$ cat src/hdl/gpc_pkg.sv
// Shared constants, types and the pattern function of the gradient pattern coder.
package gpc_pkg;

    // Longest row the line store holds.
    localparam int MAX_WIDTH = 256;
    // Bits of a column index into the line store.
    localparam int COL_W = $clog2(MAX_WIDTH);
    // Bits of an active row width (1..MAX_WIDTH).
    localparam int ACT_W = COL_W + 1;
    // Bits of the image_width register.
    localparam int CFG_W = 9;
    // Width used when the register value is compared against MAX_WIDTH.
    localparam int CMP_W = (CFG_W > ACT_W) ? CFG_W : ACT_W;
    // Reset value of image_width.
    localparam logic [CFG_W-1:0] WIDTH_RESET = CFG_W'(256);

    // Pixel and code widths.
    localparam int PIX_W  = 8;
    localparam int CODE_W = 6;

    // Configuration port.
    localparam int APB_ADDR_W = 3;
    localparam int APB_DATA_W = 32;
    // Register index taken from the byte address.
    localparam logic REG_IMAGE_WIDTH = 1'b0;

    // Result queue.
    localparam int QUEUE_DEPTH = 4;
    localparam int QPTR_W      = $clog2(QUEUE_DEPTH);
    localparam int QCNT_W      = QPTR_W + 1;

    // Pixel word held between the column stage and the coding stage.
    typedef struct packed {
        logic [PIX_W-1:0] pixel;
        logic             last;
        logic             col_zero;
        logic             first_row;
        logic             held_valid;
    } t_stage_item;

    // Line store access issued by the column stage.
    typedef struct packed {
        logic             en;
        logic [COL_W-1:0] addr;
        logic [PIX_W-1:0] data;
    } t_mem_req;

    // One result word.
    typedef struct packed {
        logic [CODE_W-1:0] pattern_code;
        logic              code_row_end;
        logic              last_of_step;
    } t_result;

    // Results pushed into the queue in one cycle, in order.
    typedef struct packed {
        logic [1:0] num;
        t_result    first;
        t_result    second;
    } t_push;

    // With d = P - neighbor, d_i > d_j holds exactly when neighbor_j > neighbor_i,
    // so the center pixel drops out of the comparisons.
    function automatic logic [CODE_W-1:0] pattern_of(
        input logic [PIX_W-1:0] right,
        input logic [PIX_W-1:0] up_right,
        input logic [PIX_W-1:0] upper,
        input logic [PIX_W-1:0] up_left
    );
        logic [CODE_W-1:0] code;
        code[5] = up_right > right;
        code[4] = upper > right;
        code[3] = up_left > right;
        code[2] = upper > up_right;
        code[1] = up_left > up_right;
        code[0] = up_left > upper;
        return code;
    endfunction

endpackage

$ cat src/hdl/gpc_if.sv
// Stream interfaces for pixel words in and pattern code words out.
interface gpc_pix_if;
    import gpc_pkg::*;
    logic             valid;
    logic             ready;
    logic [PIX_W-1:0] pixel_value;
    logic             row_end;
    logic             frame_start;

    modport source (output valid, pixel_value, row_end, frame_start, input ready);
    modport sink (input valid, pixel_value, row_end, frame_start, output ready);
endinterface

interface gpc_code_if;
    import gpc_pkg::*;
    logic              valid;
    logic              ready;
    logic [CODE_W-1:0] pattern_code;
    logic              code_row_end;
    logic              last_of_step;

    modport source (output valid, pattern_code, code_row_end, last_of_step, input ready);
    modport sink (input valid, pattern_code, code_row_end, last_of_step, output ready);
endinterface

$ cat src/hdl/gpc_ram.sv
// Generic simple dual-port RAM with registered read; a read of the address being
// written returns the old contents.
module gpc_ram #(
    parameter int WIDTH = 8,
    parameter int DEPTH = 256
) (
    input  logic                     i_clk,
    input  logic                     i_wr_en,
    input  logic [$clog2(DEPTH)-1:0] i_wr_addr,
    input  logic [WIDTH-1:0]         i_wr_data,
    input  logic                     i_rd_en,
    input  logic [$clog2(DEPTH)-1:0] i_rd_addr,
    output logic [WIDTH-1:0]         o_rd_data
);

    logic [WIDTH-1:0] r_mem [DEPTH];
    logic [WIDTH-1:0] r_rd_data;

    always_ff @(posedge i_clk) begin
        if (i_wr_en) begin
            r_mem[i_wr_addr] <= i_wr_data;
        end
        if (i_rd_en) begin
            r_rd_data <= r_mem[i_rd_addr];
        end
    end

    assign o_rd_data = r_rd_data;

endmodule

$ cat src/hdl/gpc_cfg.sv
// APB register block holding image_width.
module gpc_cfg import gpc_pkg::*; (
    input  logic                  i_clk,
    input  logic                  i_rst_n,
    input  logic                  psel,
    input  logic                  penable,
    input  logic                  pwrite,
    input  logic [APB_ADDR_W-1:0] paddr,
    input  logic [APB_DATA_W-1:0] pwdata,
    output logic [APB_DATA_W-1:0] prdata,
    output logic                  pready,
    output logic [CFG_W-1:0]      o_image_width
);

    logic [CFG_W-1:0] r_image_width;
    logic             wr_hit;

    // A write lands in the access phase; the two low address bits are not decoded.
    assign wr_hit = psel && penable && pwrite && (paddr[APB_ADDR_W-1] == REG_IMAGE_WIDTH);

    always_ff @(posedge i_clk) begin
        if (!i_rst_n) begin
            r_image_width <= WIDTH_RESET;
        end else if (wr_hit) begin
            r_image_width <= pwdata[CFG_W-1:0];
        end
    end

    // Read data for the addressed register; addresses beyond it read zero.
    always_comb begin
        prdata = '0;
        if (paddr[APB_ADDR_W-1] == REG_IMAGE_WIDTH) begin
            prdata = APB_DATA_W'(r_image_width);
        end
    end

    assign pready        = 1'b1;
    assign o_image_width = r_image_width;

endmodule

$ cat src/hdl/gpc_col_ctrl.sv
// Column stage: tracks the raster position, issues the line store access and
// registers the pixel word for the coding stage.
module gpc_col_ctrl import gpc_pkg::*; (
    input  logic             i_clk,
    input  logic             i_rst_n,
    gpc_pix_if.sink          i_pix,
    input  logic [CFG_W-1:0] i_image_width,
    input  logic             i_take,
    output logic             o_stage_valid,
    output t_stage_item      o_stage_item,
    output t_mem_req         o_mem_req
);

    logic [COL_W-1:0] r_col;
    logic             r_first_row;
    logic             r_held_valid;
    logic             r_stage_valid;
    t_stage_item      r_stage_item;

    logic [CMP_W-1:0] width_ext;
    logic [ACT_W-1:0] act_width;
    logic [ACT_W-1:0] col_ext;
    logic [ACT_W-1:0] col_sat;
    logic [COL_W-1:0] col;
    logic             last;
    logic             first_row;
    logic             held_valid;
    logic             accept;

    // Clamp the programmed width into 1..MAX_WIDTH.
    always_comb begin
        width_ext = CMP_W'(i_image_width);
        if (width_ext == '0) begin
            act_width = ACT_W'(1);
        end else if (width_ext > CMP_W'(MAX_WIDTH)) begin
            act_width = ACT_W'(MAX_WIDTH);
        end else begin
            act_width = width_ext[ACT_W-1:0];
        end
    end

    // Column of this word; a frame start restarts the row and drops a held pixel.
    always_comb begin
        col_ext    = i_pix.frame_start ? '0 : ACT_W'(r_col);
        col_sat    = (col_ext >= act_width) ? (act_width - ACT_W'(1)) : col_ext;
        col        = col_sat[COL_W-1:0];
        last       = i_pix.row_end || (col_sat == (act_width - ACT_W'(1)));
        first_row  = i_pix.frame_start || r_first_row;
        held_valid = !i_pix.frame_start && r_held_valid;
    end

    assign i_pix.ready = !r_stage_valid || i_take;
    assign accept      = i_pix.valid && i_pix.ready;

    // Read the upper neighbor and store this pixel at the same column.
    assign o_mem_req.en   = accept;
    assign o_mem_req.addr = col;
    assign o_mem_req.data = i_pix.pixel_value;

    // Raster position and stage valid.
    always_ff @(posedge i_clk) begin
        if (!i_rst_n) begin
            r_col         <= '0;
            r_first_row   <= 1'b1;
            r_held_valid  <= 1'b0;
            r_stage_valid <= 1'b0;
        end else begin
            if (accept) begin
                r_stage_valid <= 1'b1;
                if (last) begin
                    r_col        <= '0;
                    r_first_row  <= 1'b0;
                    r_held_valid <= 1'b0;
                end else begin
                    r_col        <= col + COL_W'(1);
                    r_first_row  <= first_row;
                    r_held_valid <= 1'b1;
                end
            end else if (i_take) begin
                r_stage_valid <= 1'b0;
            end
        end
    end

    // Pixel word for the coding stage.
    always_ff @(posedge i_clk) begin
        if (accept) begin
            r_stage_item.pixel      <= i_pix.pixel_value;
            r_stage_item.last       <= last;
            r_stage_item.col_zero   <= (col == '0);
            r_stage_item.first_row  <= first_row;
            r_stage_item.held_valid <= held_valid;
        end
    end

    assign o_stage_valid = r_stage_valid;
    assign o_stage_item  = r_stage_item;

endmodule

$ cat src/hdl/gpc_coder.sv
// Coding stage: forms the pattern codes of the held pixel and of a row's last
// pixel, and keeps the upper neighbors of the held pixel.
module gpc_coder import gpc_pkg::*; (
    input  logic             i_clk,
    input  logic             i_stage_valid,
    input  t_stage_item      i_stage_item,
    input  logic [PIX_W-1:0] i_upper,
    input  logic             i_room,
    output logic             o_take,
    output t_push            o_push
);

    logic [PIX_W-1:0] r_held_upper;
    logic [PIX_W-1:0] r_held_upper_left;

    logic [PIX_W-1:0] upper;
    logic [PIX_W-1:0] up_left;
    t_result          held_res;
    t_result          last_res;

    assign o_take = i_stage_valid && i_room;

    // Neighbors outside the frame read as zero.
    assign upper   = i_stage_item.first_row ? '0 : i_upper;
    assign up_left = (i_stage_item.col_zero || i_stage_item.first_row) ? '0 : r_held_upper;

    // The held pixel takes this pixel as its right neighbor.
    always_comb begin
        held_res.pattern_code = pattern_of(i_stage_item.pixel, upper, r_held_upper,
                                           r_held_upper_left);
        held_res.code_row_end = 1'b0;
        held_res.last_of_step = !i_stage_item.last;
        last_res.pattern_code = pattern_of('0, '0, upper, up_left);
        last_res.code_row_end = 1'b1;
        last_res.last_of_step = 1'b1;
    end

    // Results in order: held pixel first, then the row's last pixel.
    always_comb begin
        o_push.num    = 2'(i_stage_item.held_valid) + 2'(i_stage_item.last);
        o_push.first  = i_stage_item.held_valid ? held_res : last_res;
        o_push.second = last_res;
        if (!o_take) begin
            o_push.num = 2'd0;
        end
    end

    // A pixel that does not end its row becomes the held pixel.
    always_ff @(posedge i_clk) begin
        if (o_take && !i_stage_item.last) begin
            r_held_upper      <= upper;
            r_held_upper_left <= up_left;
        end
    end

endmodule

$ cat src/hdl/gpc_out_queue.sv
// Result queue: takes up to two words a cycle and hands out one per handshake.
module gpc_out_queue import gpc_pkg::*; (
    input  logic       i_clk,
    input  logic       i_rst_n,
    input  t_push      i_push,
    output logic       o_room,
    gpc_code_if.source o_code
);

    t_result           r_entry [QUEUE_DEPTH];
    logic [QPTR_W-1:0] r_wr_ptr;
    logic [QPTR_W-1:0] r_rd_ptr;
    logic [QCNT_W-1:0] r_count;

    logic              pop;
    logic [QPTR_W-1:0] wr_ptr_2nd;
    t_result           head;

    assign o_room     = r_count <= QCNT_W'(QUEUE_DEPTH - 2);
    assign pop        = o_code.valid && o_code.ready;
    assign wr_ptr_2nd = r_wr_ptr + QPTR_W'(1);

    // Entry storage.
    always_ff @(posedge i_clk) begin
        if (i_push.num != 2'd0) begin
            r_entry[r_wr_ptr] <= i_push.first;
        end
        if (i_push.num == 2'd2) begin
            r_entry[wr_ptr_2nd] <= i_push.second;
        end
    end

    // Pointers and fill level.
    always_ff @(posedge i_clk) begin
        if (!i_rst_n) begin
            r_wr_ptr <= '0;
            r_rd_ptr <= '0;
            r_count  <= '0;
        end else begin
            r_wr_ptr <= r_wr_ptr + QPTR_W'(i_push.num);
            if (pop) begin
                r_rd_ptr <= r_rd_ptr + QPTR_W'(1);
            end
            r_count <= r_count + QCNT_W'(i_push.num) - QCNT_W'(pop);
        end
    end

    assign head                = r_entry[r_rd_ptr];
    assign o_code.valid        = r_count != '0;
    assign o_code.pattern_code = head.pattern_code;
    assign o_code.code_row_end = head.code_row_end;
    assign o_code.last_of_step = head.last_of_step;

endmodule

$ cat src/hdl/gradient_pattern_coder.sv
// Gradient pattern coder: grey pixel words in, 6-bit direction codes out.
// Throughput: one pixel word per cycle while the result queue has room, set by the
// line store's one read and one write. A word is registered in the column stage, then
// coded and written into the result queue when it has room; a row's last word adds its
// own code word behind the held pixel's. Reset (synchronous, active low) clears position,
// flags, queue and image_width (256); the line store is not cleared.
module gradient_pattern_coder import gpc_pkg::*; (
    input  logic                  i_clk,
    input  logic                  i_rst_n,
    gpc_pix_if.sink               i_pix,
    gpc_code_if.source            o_code,
    input  logic                  psel,
    input  logic                  penable,
    input  logic                  pwrite,
    input  logic [APB_ADDR_W-1:0] paddr,
    input  logic [APB_DATA_W-1:0] pwdata,
    output logic [APB_DATA_W-1:0] prdata,
    output logic                  pready
);

    logic [CFG_W-1:0] image_width;
    logic             stage_valid;
    t_stage_item      stage_item;
    t_mem_req         mem_req;
    logic [PIX_W-1:0] upper;
    logic             take;
    logic             room;
    t_push            push;

    // Configuration register.
    gpc_cfg u_cfg (
        .i_clk         (i_clk),
        .i_rst_n       (i_rst_n),
        .psel          (psel),
        .penable       (penable),
        .pwrite        (pwrite),
        .paddr         (paddr),
        .pwdata        (pwdata),
        .prdata        (prdata),
        .pready        (pready),
        .o_image_width (image_width)
    );

    // Column tracking and line store access.
    gpc_col_ctrl u_col_ctrl (
        .i_clk         (i_clk),
        .i_rst_n       (i_rst_n),
        .i_pix         (i_pix),
        .i_image_width (image_width),
        .i_take        (take),
        .o_stage_valid (stage_valid),
        .o_stage_item  (stage_item),
        .o_mem_req     (mem_req)
    );

    // Previous row store.
    gpc_ram #(
        .WIDTH (PIX_W),
        .DEPTH (MAX_WIDTH)
    ) u_line_store (
        .i_clk     (i_clk),
        .i_wr_en   (mem_req.en),
        .i_wr_addr (mem_req.addr),
        .i_wr_data (mem_req.data),
        .i_rd_en   (mem_req.en),
        .i_rd_addr (mem_req.addr),
        .o_rd_data (upper)
    );

    // Pattern coding.
    gpc_coder u_coder (
        .i_clk         (i_clk),
        .i_stage_valid (stage_valid),
        .i_stage_item  (stage_item),
        .i_upper       (upper),
        .i_room        (room),
        .o_take        (take),
        .o_push        (push)
    );

    // Result queue toward the output channel.
    gpc_out_queue u_out_queue (
        .i_clk   (i_clk),
        .i_rst_n (i_rst_n),
        .i_push  (push),
        .o_room  (room),
        .o_code  (o_code)
    );

endmodule

$ cat src/flat_wrapper.sv
// flat-port wrapper written by rule: the top's interface ports become plain ports
module gradient_pattern_coder_flat import gpc_pkg::*;
  (i_clk, i_rst_n, psel, penable, pwrite, paddr, pwdata, prdata, pready, i_pix_valid, i_pix_pixel_value, i_pix_row_end, i_pix_frame_start, i_pix_ready, o_code_valid, o_code_pattern_code, o_code_code_row_end, o_code_last_of_step, o_code_ready);
  gpc_pix_if i_pix_i ();
  gpc_code_if o_code_i ();
  input  logic i_clk;
  input  logic i_rst_n;
  input  logic psel;
  input  logic penable;
  input  logic pwrite;
  input  logic [APB_ADDR_W-1:0] paddr;
  input  logic [APB_DATA_W-1:0] pwdata;
  output logic [APB_DATA_W-1:0] prdata;
  output logic pready;
  input wire logic [$bits(i_pix_i.valid)-1:0] i_pix_valid;
  input wire logic [$bits(i_pix_i.pixel_value)-1:0] i_pix_pixel_value;
  input wire logic [$bits(i_pix_i.row_end)-1:0] i_pix_row_end;
  input wire logic [$bits(i_pix_i.frame_start)-1:0] i_pix_frame_start;
  output wire logic [$bits(i_pix_i.ready)-1:0] i_pix_ready;
  output wire logic [$bits(o_code_i.valid)-1:0] o_code_valid;
  output wire logic [$bits(o_code_i.pattern_code)-1:0] o_code_pattern_code;
  output wire logic [$bits(o_code_i.code_row_end)-1:0] o_code_code_row_end;
  output wire logic [$bits(o_code_i.last_of_step)-1:0] o_code_last_of_step;
  input wire logic [$bits(o_code_i.ready)-1:0] o_code_ready;
  assign i_pix_i.valid = i_pix_valid;
  assign i_pix_i.pixel_value = i_pix_pixel_value;
  assign i_pix_i.row_end = i_pix_row_end;
  assign i_pix_i.frame_start = i_pix_frame_start;
  assign i_pix_ready = i_pix_i.ready;
  assign o_code_valid = o_code_i.valid;
  assign o_code_pattern_code = o_code_i.pattern_code;
  assign o_code_code_row_end = o_code_i.code_row_end;
  assign o_code_last_of_step = o_code_i.last_of_step;
  assign o_code_i.ready = o_code_ready;
  gradient_pattern_coder u_core (.i_clk(i_clk), .i_rst_n(i_rst_n), .i_pix(i_pix_i), .o_code(o_code_i), .psel(psel), .penable(penable), .pwrite(pwrite), .paddr(paddr), .pwdata(pwdata), .prdata(prdata), .pready(pready));
endmodule
$ cat config.mk
export PLATFORM = sky130hd
export DESIGN_NAME = gradient_pattern_coder_flat
export DESIGN_NICKNAME = d
export VERILOG_FILES = /design/src/hdl/gpc_pkg.sv /design/src/hdl/gpc_if.sv /design/src/hdl/gpc_ram.sv /design/src/hdl/gpc_cfg.sv /design/src/hdl/gpc_col_ctrl.sv /design/src/hdl/gpc_coder.sv /design/src/hdl/gpc_out_queue.sv /design/src/hdl/gradient_pattern_coder.sv /design/src/flat_wrapper.sv
export SDC_FILE = /design/constraint.sdc
export NUM_CORES = 2
export LEC_CHECK = 0
export BUFFER_PORTS_ARGS = -buffer_cell sky130_fd_sc_hd__buf_2
export CORE_MARGIN = 1
export CORE_UTILIZATION = 58
export CTS_BUF_LIST = sky130_fd_sc_hd__clkbuf_4 sky130_fd_sc_hd__clkbuf_8 sky130_fd_sc_hd__clkbuf_16
export CTS_CLUSTER_SIZE = 14
export DETAILED_ROUTE_END_ITERATION = 8
export PLACE_DENSITY = 0.74
export SETUP_SLACK_MARGIN = 0.4
export SYNTH_ARGS = -nofsm -noshare
export SYNTH_HDL_FRONTEND = slang
export SYNTH_HIERARCHICAL = 1
export SYNTH_SLANG_ARGS = --single-unit
export TNS_END_PERCENT = 5
$ cat constraint.sdc
create_clock -name i_clk -period 6.6 [get_ports i_clk]
set_input_delay 1.32 -clock i_clk [delete_from_list [all_inputs] [get_ports i_clk]]
set_output_delay 1.32 -clock i_clk [all_outputs]
set_load 0.05 [all_outputs]
## Yosys cells after proc, flatten, opt, wreduce, memory -nomap -nowiden

Memories as Yosys holds them, arrays and structs flattened. A register that Yosys moved wholly into a read port is not among the register bits.
Cells that the tools add are included.

- Bits in registers: 55
- Bits in writable memories: 2080
- Input bits: 52
- Output and inout bits: 43
- Memories kept: 2

- Add/sub/neg operators: 8
- Order comparisons: 12
- Eq/ne operators: 2
- Multiplexer cells: 22
- Bitwise operators: 1
- Reduce and logical (&&, ||, !) cells: 20

Memory list:

| name | words | width | rd ports | clocked after memory_dff | wr ports | RTL line | text |
|---|---|---|---|---|---|---|---|
| u_core.u_line_store.r_mem | 256 | 8 | 1 | 1 | 1 | gpc_ram.sv:16 | `logic [WIDTH-1:0] r_mem [DEPTH];` |
| u_core.u_out_queue.r_entry | 4 | 8 | 1 | 1 | 2 | gpc_out_queue.sv:10 | `t_result r_entry [QUEUE_DEPTH];` |

Operator list:

| cell | count |
|---|---|
| 8-bit greater-than comparator | 7 |
| 8-bit two-way mux | 5 |
| 9-bit two-way mux | 4 |
| 8-bit by 1-bit greater-than comparator with 1-bit output, second input constant | 2 |
| 1-bit two-way mux | 10 |
| 9-bit == test | 1 |
| 8-bit by 9-bit greater-or-equal comparator with 1-bit output | 1 |
| 9-bit greater-than comparator, second input constant | 1 |
| 9-bit logical NOT | 1 |
| 9-bit by 1-bit subtractor with 9-bit output, second input constant | 1 |
| 8-bit by 1-bit adder with 8-bit output, second input constant | 1 |
| 1-bit logical AND | 8 |
| 8-bit logical NOT | 1 |
| 2-bit two-way mux | 3 |
| 2-bit by 1-bit adder with 2-bit output, second input constant | 2 |
| 1-bit logical OR | 4 |
| 2-bit nonzero test | 2 |
| 3-bit by 2-bit adder with 3-bit output | 1 |
| 3-bit by 2-bit less-or-equal comparator with 1-bit output, second input constant | 1 |
| 1-bit logical NOT | 3 |
| 3-bit nonzero test | 1 |
| 3-bit by 1-bit subtractor with 3-bit output | 1 |
| 1-bit by 1-bit adder with 2-bit output | 1 |
| 2-bit adder | 1 |
| 2 further kinds | 2 |

## Logic depth before layout (Yosys ltp)

- Depth after elaboration: 8
- Depth in mapped cells: 22

## By module

The synthesis kept the hierarchy.

By module, submodules not included:

| module | times used | cells each | area an instance (um^2) |
|---|---|---|---|
| gpc_ram | 1 | 3733 | 79636.4 |
| gpc_out_queue | 1 | 128 | 2063.2 |
| gpc_coder | 1 | 228 | 2033.2 |
| gpc_col_ctrl | 1 | 215 | 1888.1 |
| gpc_cfg | 1 | 75 | 639.4 |

## Worst setup path before layout

No wires, ideal clock.

- Path type: input port to flip-flop
- From: input port i_pix_frame_start
- To: register u_core.u_line_store.r_rd_data[2] (netlist: u_core/u_line_store/o_rd_data[2]) (read register of u_core.u_line_store.r_mem), data pin
- Library setup time: 0.269 ns
- Arrival: 5.336 ns
- Slack: 0.995 ns
- Stages on the path: 19
- Path buffers: 5
- Cells stage by stage: nor2b_1 -> inv_1 -> ha_1 -> nand2b_1 -> a2111oi_0 -> o211ai_1 -> nand2_1 -> buf_2 -> nand2_1 -> o21ai_0 -> buf_6 -> buf_12 -> buf_8 -> buf_2 -> mux4_2 -> a22oi_1 -> a21oi_1 -> nor4_1 -> nor4_2

RTL lines:

| item | RTL line | text |
|---|---|---|
| start, declared | flat_wrapper.sv:18 | `input wire logic [$bits(i_pix_i.frame_start)-1:0] i_pix_frame_start;` |
| end, declared | gpc_ram.sv:17 | `logic [WIDTH-1:0] r_rd_data;` |

==> results by group <==
Clock network
  • Clk buf depth: 3
  • Clk_lat worst skew: 850 ps
  • Sink Count: 2145
  • H-tree depth: 4
  • Worst-path clk slew: 60 ps
  • CTS tree: yes
  • Root Buffer: clkbuf_16
  • CTS Buf Count: 205

Timing
  • Worst slew margin relative to its limit: 8.71%
  • Tmin final: 6090 ps
  • Final period util: 92.2%
  • Maximum clock frequency: 164 MHz
  • Final hold vios: 0
  • TNS Setup: 0 ps
  • Clock skew: 48.7 ps
  • Setup repair after global routing missed its margin: true
  • Slew Viols, Final: 0
  • Worst-margin pin slew: 1370 ps
  • Endpoints failing setup: 0

Pwr
  • Total chip power: 28.2 mW
  • VDD IR-drop max: 0.000231 V
  • Leak: 30.8 nW
  • PD cells: 290 nW/um^2

Yosys
  • Synth Instances: 4379
  • Post-Syn Area: 86300 sq um
  • Post-synth cell types: 100
  • Synth Warn #: 6
  • Seq/Total Area, Yosys: 74.3%
  • EDFF count, synth: 2116
  • FFs w/ async S/R, synth: 0%
  • Synth Flop Type: edfxtp_1
  • Yosys reg bits: 2145
  • Mean Syn Cell Area: 19.7 sq um

Worst setup path
  • Slowest stage delay, CP: 740 ps
  • Buffer and inverter count on the worst path: 2
  • Critical path class: reg -> reg
  • CP required: 7080 ps
  • CP delay by family, top: simple AND/OR/NAND/NOR gates
  • CP startpoint kind: flop
  • Largest fanout on the critical path: 16
  • CP arrival: 6560 ps
  • Slowest-stage cell, CP: nor2_1
  • Critical path capture point type: flop
  • Crit path cell chain: nor4_1 > a21o_1 > ha_1 > nand2b_1 > a2111oi_0 > o211ai_1 > nand2_1 > buf_4 > mux2_2 > buf_4 > nor2_1 > nand2_1 > nor2_1

Global routing
  • Global-route wire length before repair: 300 mm
  • GRT overflow: 0
  • Largest net degree at the start of global routing: 170
  • Gr usage total: 27.4%
  • Number of global-route vias before repair: 45000
  • Initial antenna violation count: 2

Floorplanning
  • Core Region: 148000 sq um
  • Die W: 388 um
  • DIE HEIGHT: 388 um
  • Die area: 150000 sq um
  • Top Ports: 95
  • Initial Util: 58.4%
  • Row count: 141

Route
  • Via density per instance: 6.60
  • Wirelength, routed: 205 mm
  • Antenna Violating Nets Remaining: 0
  • Vias: 45500
  • TritonRoute pass-1 iters: 6
  • Residual DRC: 0
  • DR WL/cell: 29.8 um
  • Initial drt markers: 5664

Final layout
  • Fin nets: 4912
  • Most frequent cells in the layout: 2116 x edfxtp_1, 462 x mux4_2, 398 x buf_4
  • Synthesis-to-layout area growth: 12.9%
  • Share of layout cells above drive strength 1: 27.1%
  • Commonest non-fill, non-tap cell in the layout: edfxtp_1

Status
  • Run status: finished clean

Run
  • Maxcap violations: 0

Min path
  • Hold Path Class: reg -> reg

Placed design
  • HPWL Detailed: 125 mm
  • RePlAce Congestion: 0.926
  • Port-buffer cells: 45
## final cells by class
class / count / area (sq um)
flip-flops and latches: 2145 / 64100
fillers: 9289 / 50200
multi-input cells: 1914 / 20300
clock buffers: 262 / 5610
repair buffers: 469 / 3810
well taps: 1930 / 2410
clock inverters: 117 / 978
inverters: 52 / 195
diodes: 3 / 7.51
## sequential cells by signal, summed over array words and instances, names as in the netlist, 2 cells and up, named ones only
name and flops:
u_core/u_out_queue/r_rd_ptr 2, u_core/u_cfg/o_image_width 9, u_core/u_col_ctrl/r_col 8, u_core/u_line_store/r_mem 2048
u_core/u_out_queue/r_wr_ptr 2, u_core/u_coder/r_held_upper_left 8, u_core/u_coder/r_held_upper 8, u_core/u_out_queue/r_entry 32
u_core/u_out_queue/r_count 3, u_core/u_line_store/o_rd_data 8, u_core/u_col_ctrl/o_stage_item 12
## synthesized netlist by cell type, types with 4 or more instances
| library cell | count | area share [%] |
|---|---|---|
| edfxtp_1 | 2116 | 74 |
| or2_2 | 6 | 0.044 |
| a221oi_1 | 15 | 0.15 |
| buf_1 | 24 | 0.10 |
| o32ai_1 | 4 | 0.041 |
| nor4_1 | 33 | 0.24 |
| nor2_1 | 303 | 1.3 |
| mux4_2 | 462 | 12 |
| a22oi_1 | 133 | 1.2 |
| o22ai_1 | 30 | 0.22 |
| o21ai_0 | 27 | 0.16 |
| xnor2_1 | 5 | 0.051 |
| and2b_2 | 9 | 0.091 |
| a21oi_1 | 126 | 0.73 |
| a21o_1 | 5 | 0.044 |
| a22o_1 | 8 | 0.081 |
| clkbuf_1 | 118 | 0.51 |
| dfxtp_1 | 29 | 0.67 |
| inv_1 | 51 | 0.22 |
| a211oi_1 | 18 | 0.16 |
| nand3_1 | 41 | 0.24 |
| mux2i_1 | 151 | 1.8 |
| buf_4 | 65 | 0.57 |
| o31ai_1 | 7 | 0.061 |
| buf_8 | 13 | 0.23 |
| mux2_2 | 32 | 0.42 |
| o22a_1 | 5 | 0.051 |
| nand4_1 | 24 | 0.17 |
| o221ai_1 | 49 | 0.50 |
| o211ai_1 | 15 | 0.13 |
| buf_6 | 24 | 0.31 |
| ha_1 | 72 | 1.0 |
| conb_1 | 4 | 0.017 |
| or3_1 | 4 | 0.029 |
| buf_12 | 8 | 0.19 |
| nand2b_1 | 21 | 0.15 |
| xor2_1 | 4 | 0.041 |
| o21ai_1 | 4 | 0.023 |
| nor2b_1 | 52 | 0.38 |
| and2_1 | 9 | 0.065 |
| buf_2 | 39 | 0.23 |
| nor3_1 | 32 | 0.19 |
| nand2_1 | 93 | 0.40 |
## per-layer routing
layer  vias up  global-route usage [%]  share of wire, %
met5         -                       0                 0
met4         0                    8.65               2.9
met3       354                    5.42                10
met2      2777                    43.3                48
met1     23600                    39.2                39
li1      18800                       -                 -
## final timing paths
check	start	end	slack, ps	cells after the start
worst max-delay path	u_core/u_cfg/o_image_width[2]$_SDFFE_PN0P_	u_core/u_line_store/r_mem[142][5]$_DFFE_PP_	510	13
worst min-delay path	u_core/u_col_ctrl/r_held_valid$_SDFFE_PN0P_	u_core/u_col_ctrl/r_held_valid$_SDFFE_PN0P_	450	2
worst max register to register	u_core/u_cfg/o_image_width[2]$_SDFFE_PN0P_	u_core/u_line_store/r_mem[142][5]$_DFFE_PP_	510	13
worst min register to register	u_core/u_col_ctrl/r_held_valid$_SDFFE_PN0P_	u_core/u_col_ctrl/r_held_valid$_SDFFE_PN0P_	450	2
## worst min-delay path, cell delays in order, from the launching register on
cell and delay [ps]:
dfxtp_1 320, nand2_1 60, o21ai_2 40
## timing repair
action	CTS	global route
setup endpoints to repair	0	142
hold buffers	0	0
gates resized for setup	0	1
buffers inserted	0	0
## power breakdown
part / total [mW] / switching, mW / leakage, nW / internal (mW)
Clock: 11.5 / 4.95 / 3.29 / 6.52
Sequential: 15.1 / 0.0624 / 19.3 / 15.0
Combinational: 1.64 / 1.03 / 8.21 / 0.614
## kinds of logic (layout without fill, tap and decap cells)
family | Yosys count | in the layout | share of synthesized area [%]
AO/OA/AOI/OAI | 498 | 498 | 4.11
XOR/XNOR | 11 | 11 | 0.144
adder cells (fa/ha/maj) | 73 | 73 | 1.07
buffers and inverters | 343 | 900 | 2.36
flip-flops | 2145 | 2145 | 74.3
multiplexers | 650 | 650 | 14.3
other | 4 | 30 | 0.0174
AND/OR/NAND/NOR | 655 | 655 | 3.63
## stage by stage
stage,utilization (%),hold WS (ps),worst slack [ps],std cells,area [sq um]
after detailed placement,61.5,442,88.8,6510,90800
after global placement,61.5,432,146,6510,90800
after floorplan,-,417,995,4402,86300
after CTS,66.0,456,533,6889,97400
final,66.0,453,512,6892,97400
after global routing,66.0,480,217,6889,97400
No activity file was read; power rests on OpenSTA's default activity.
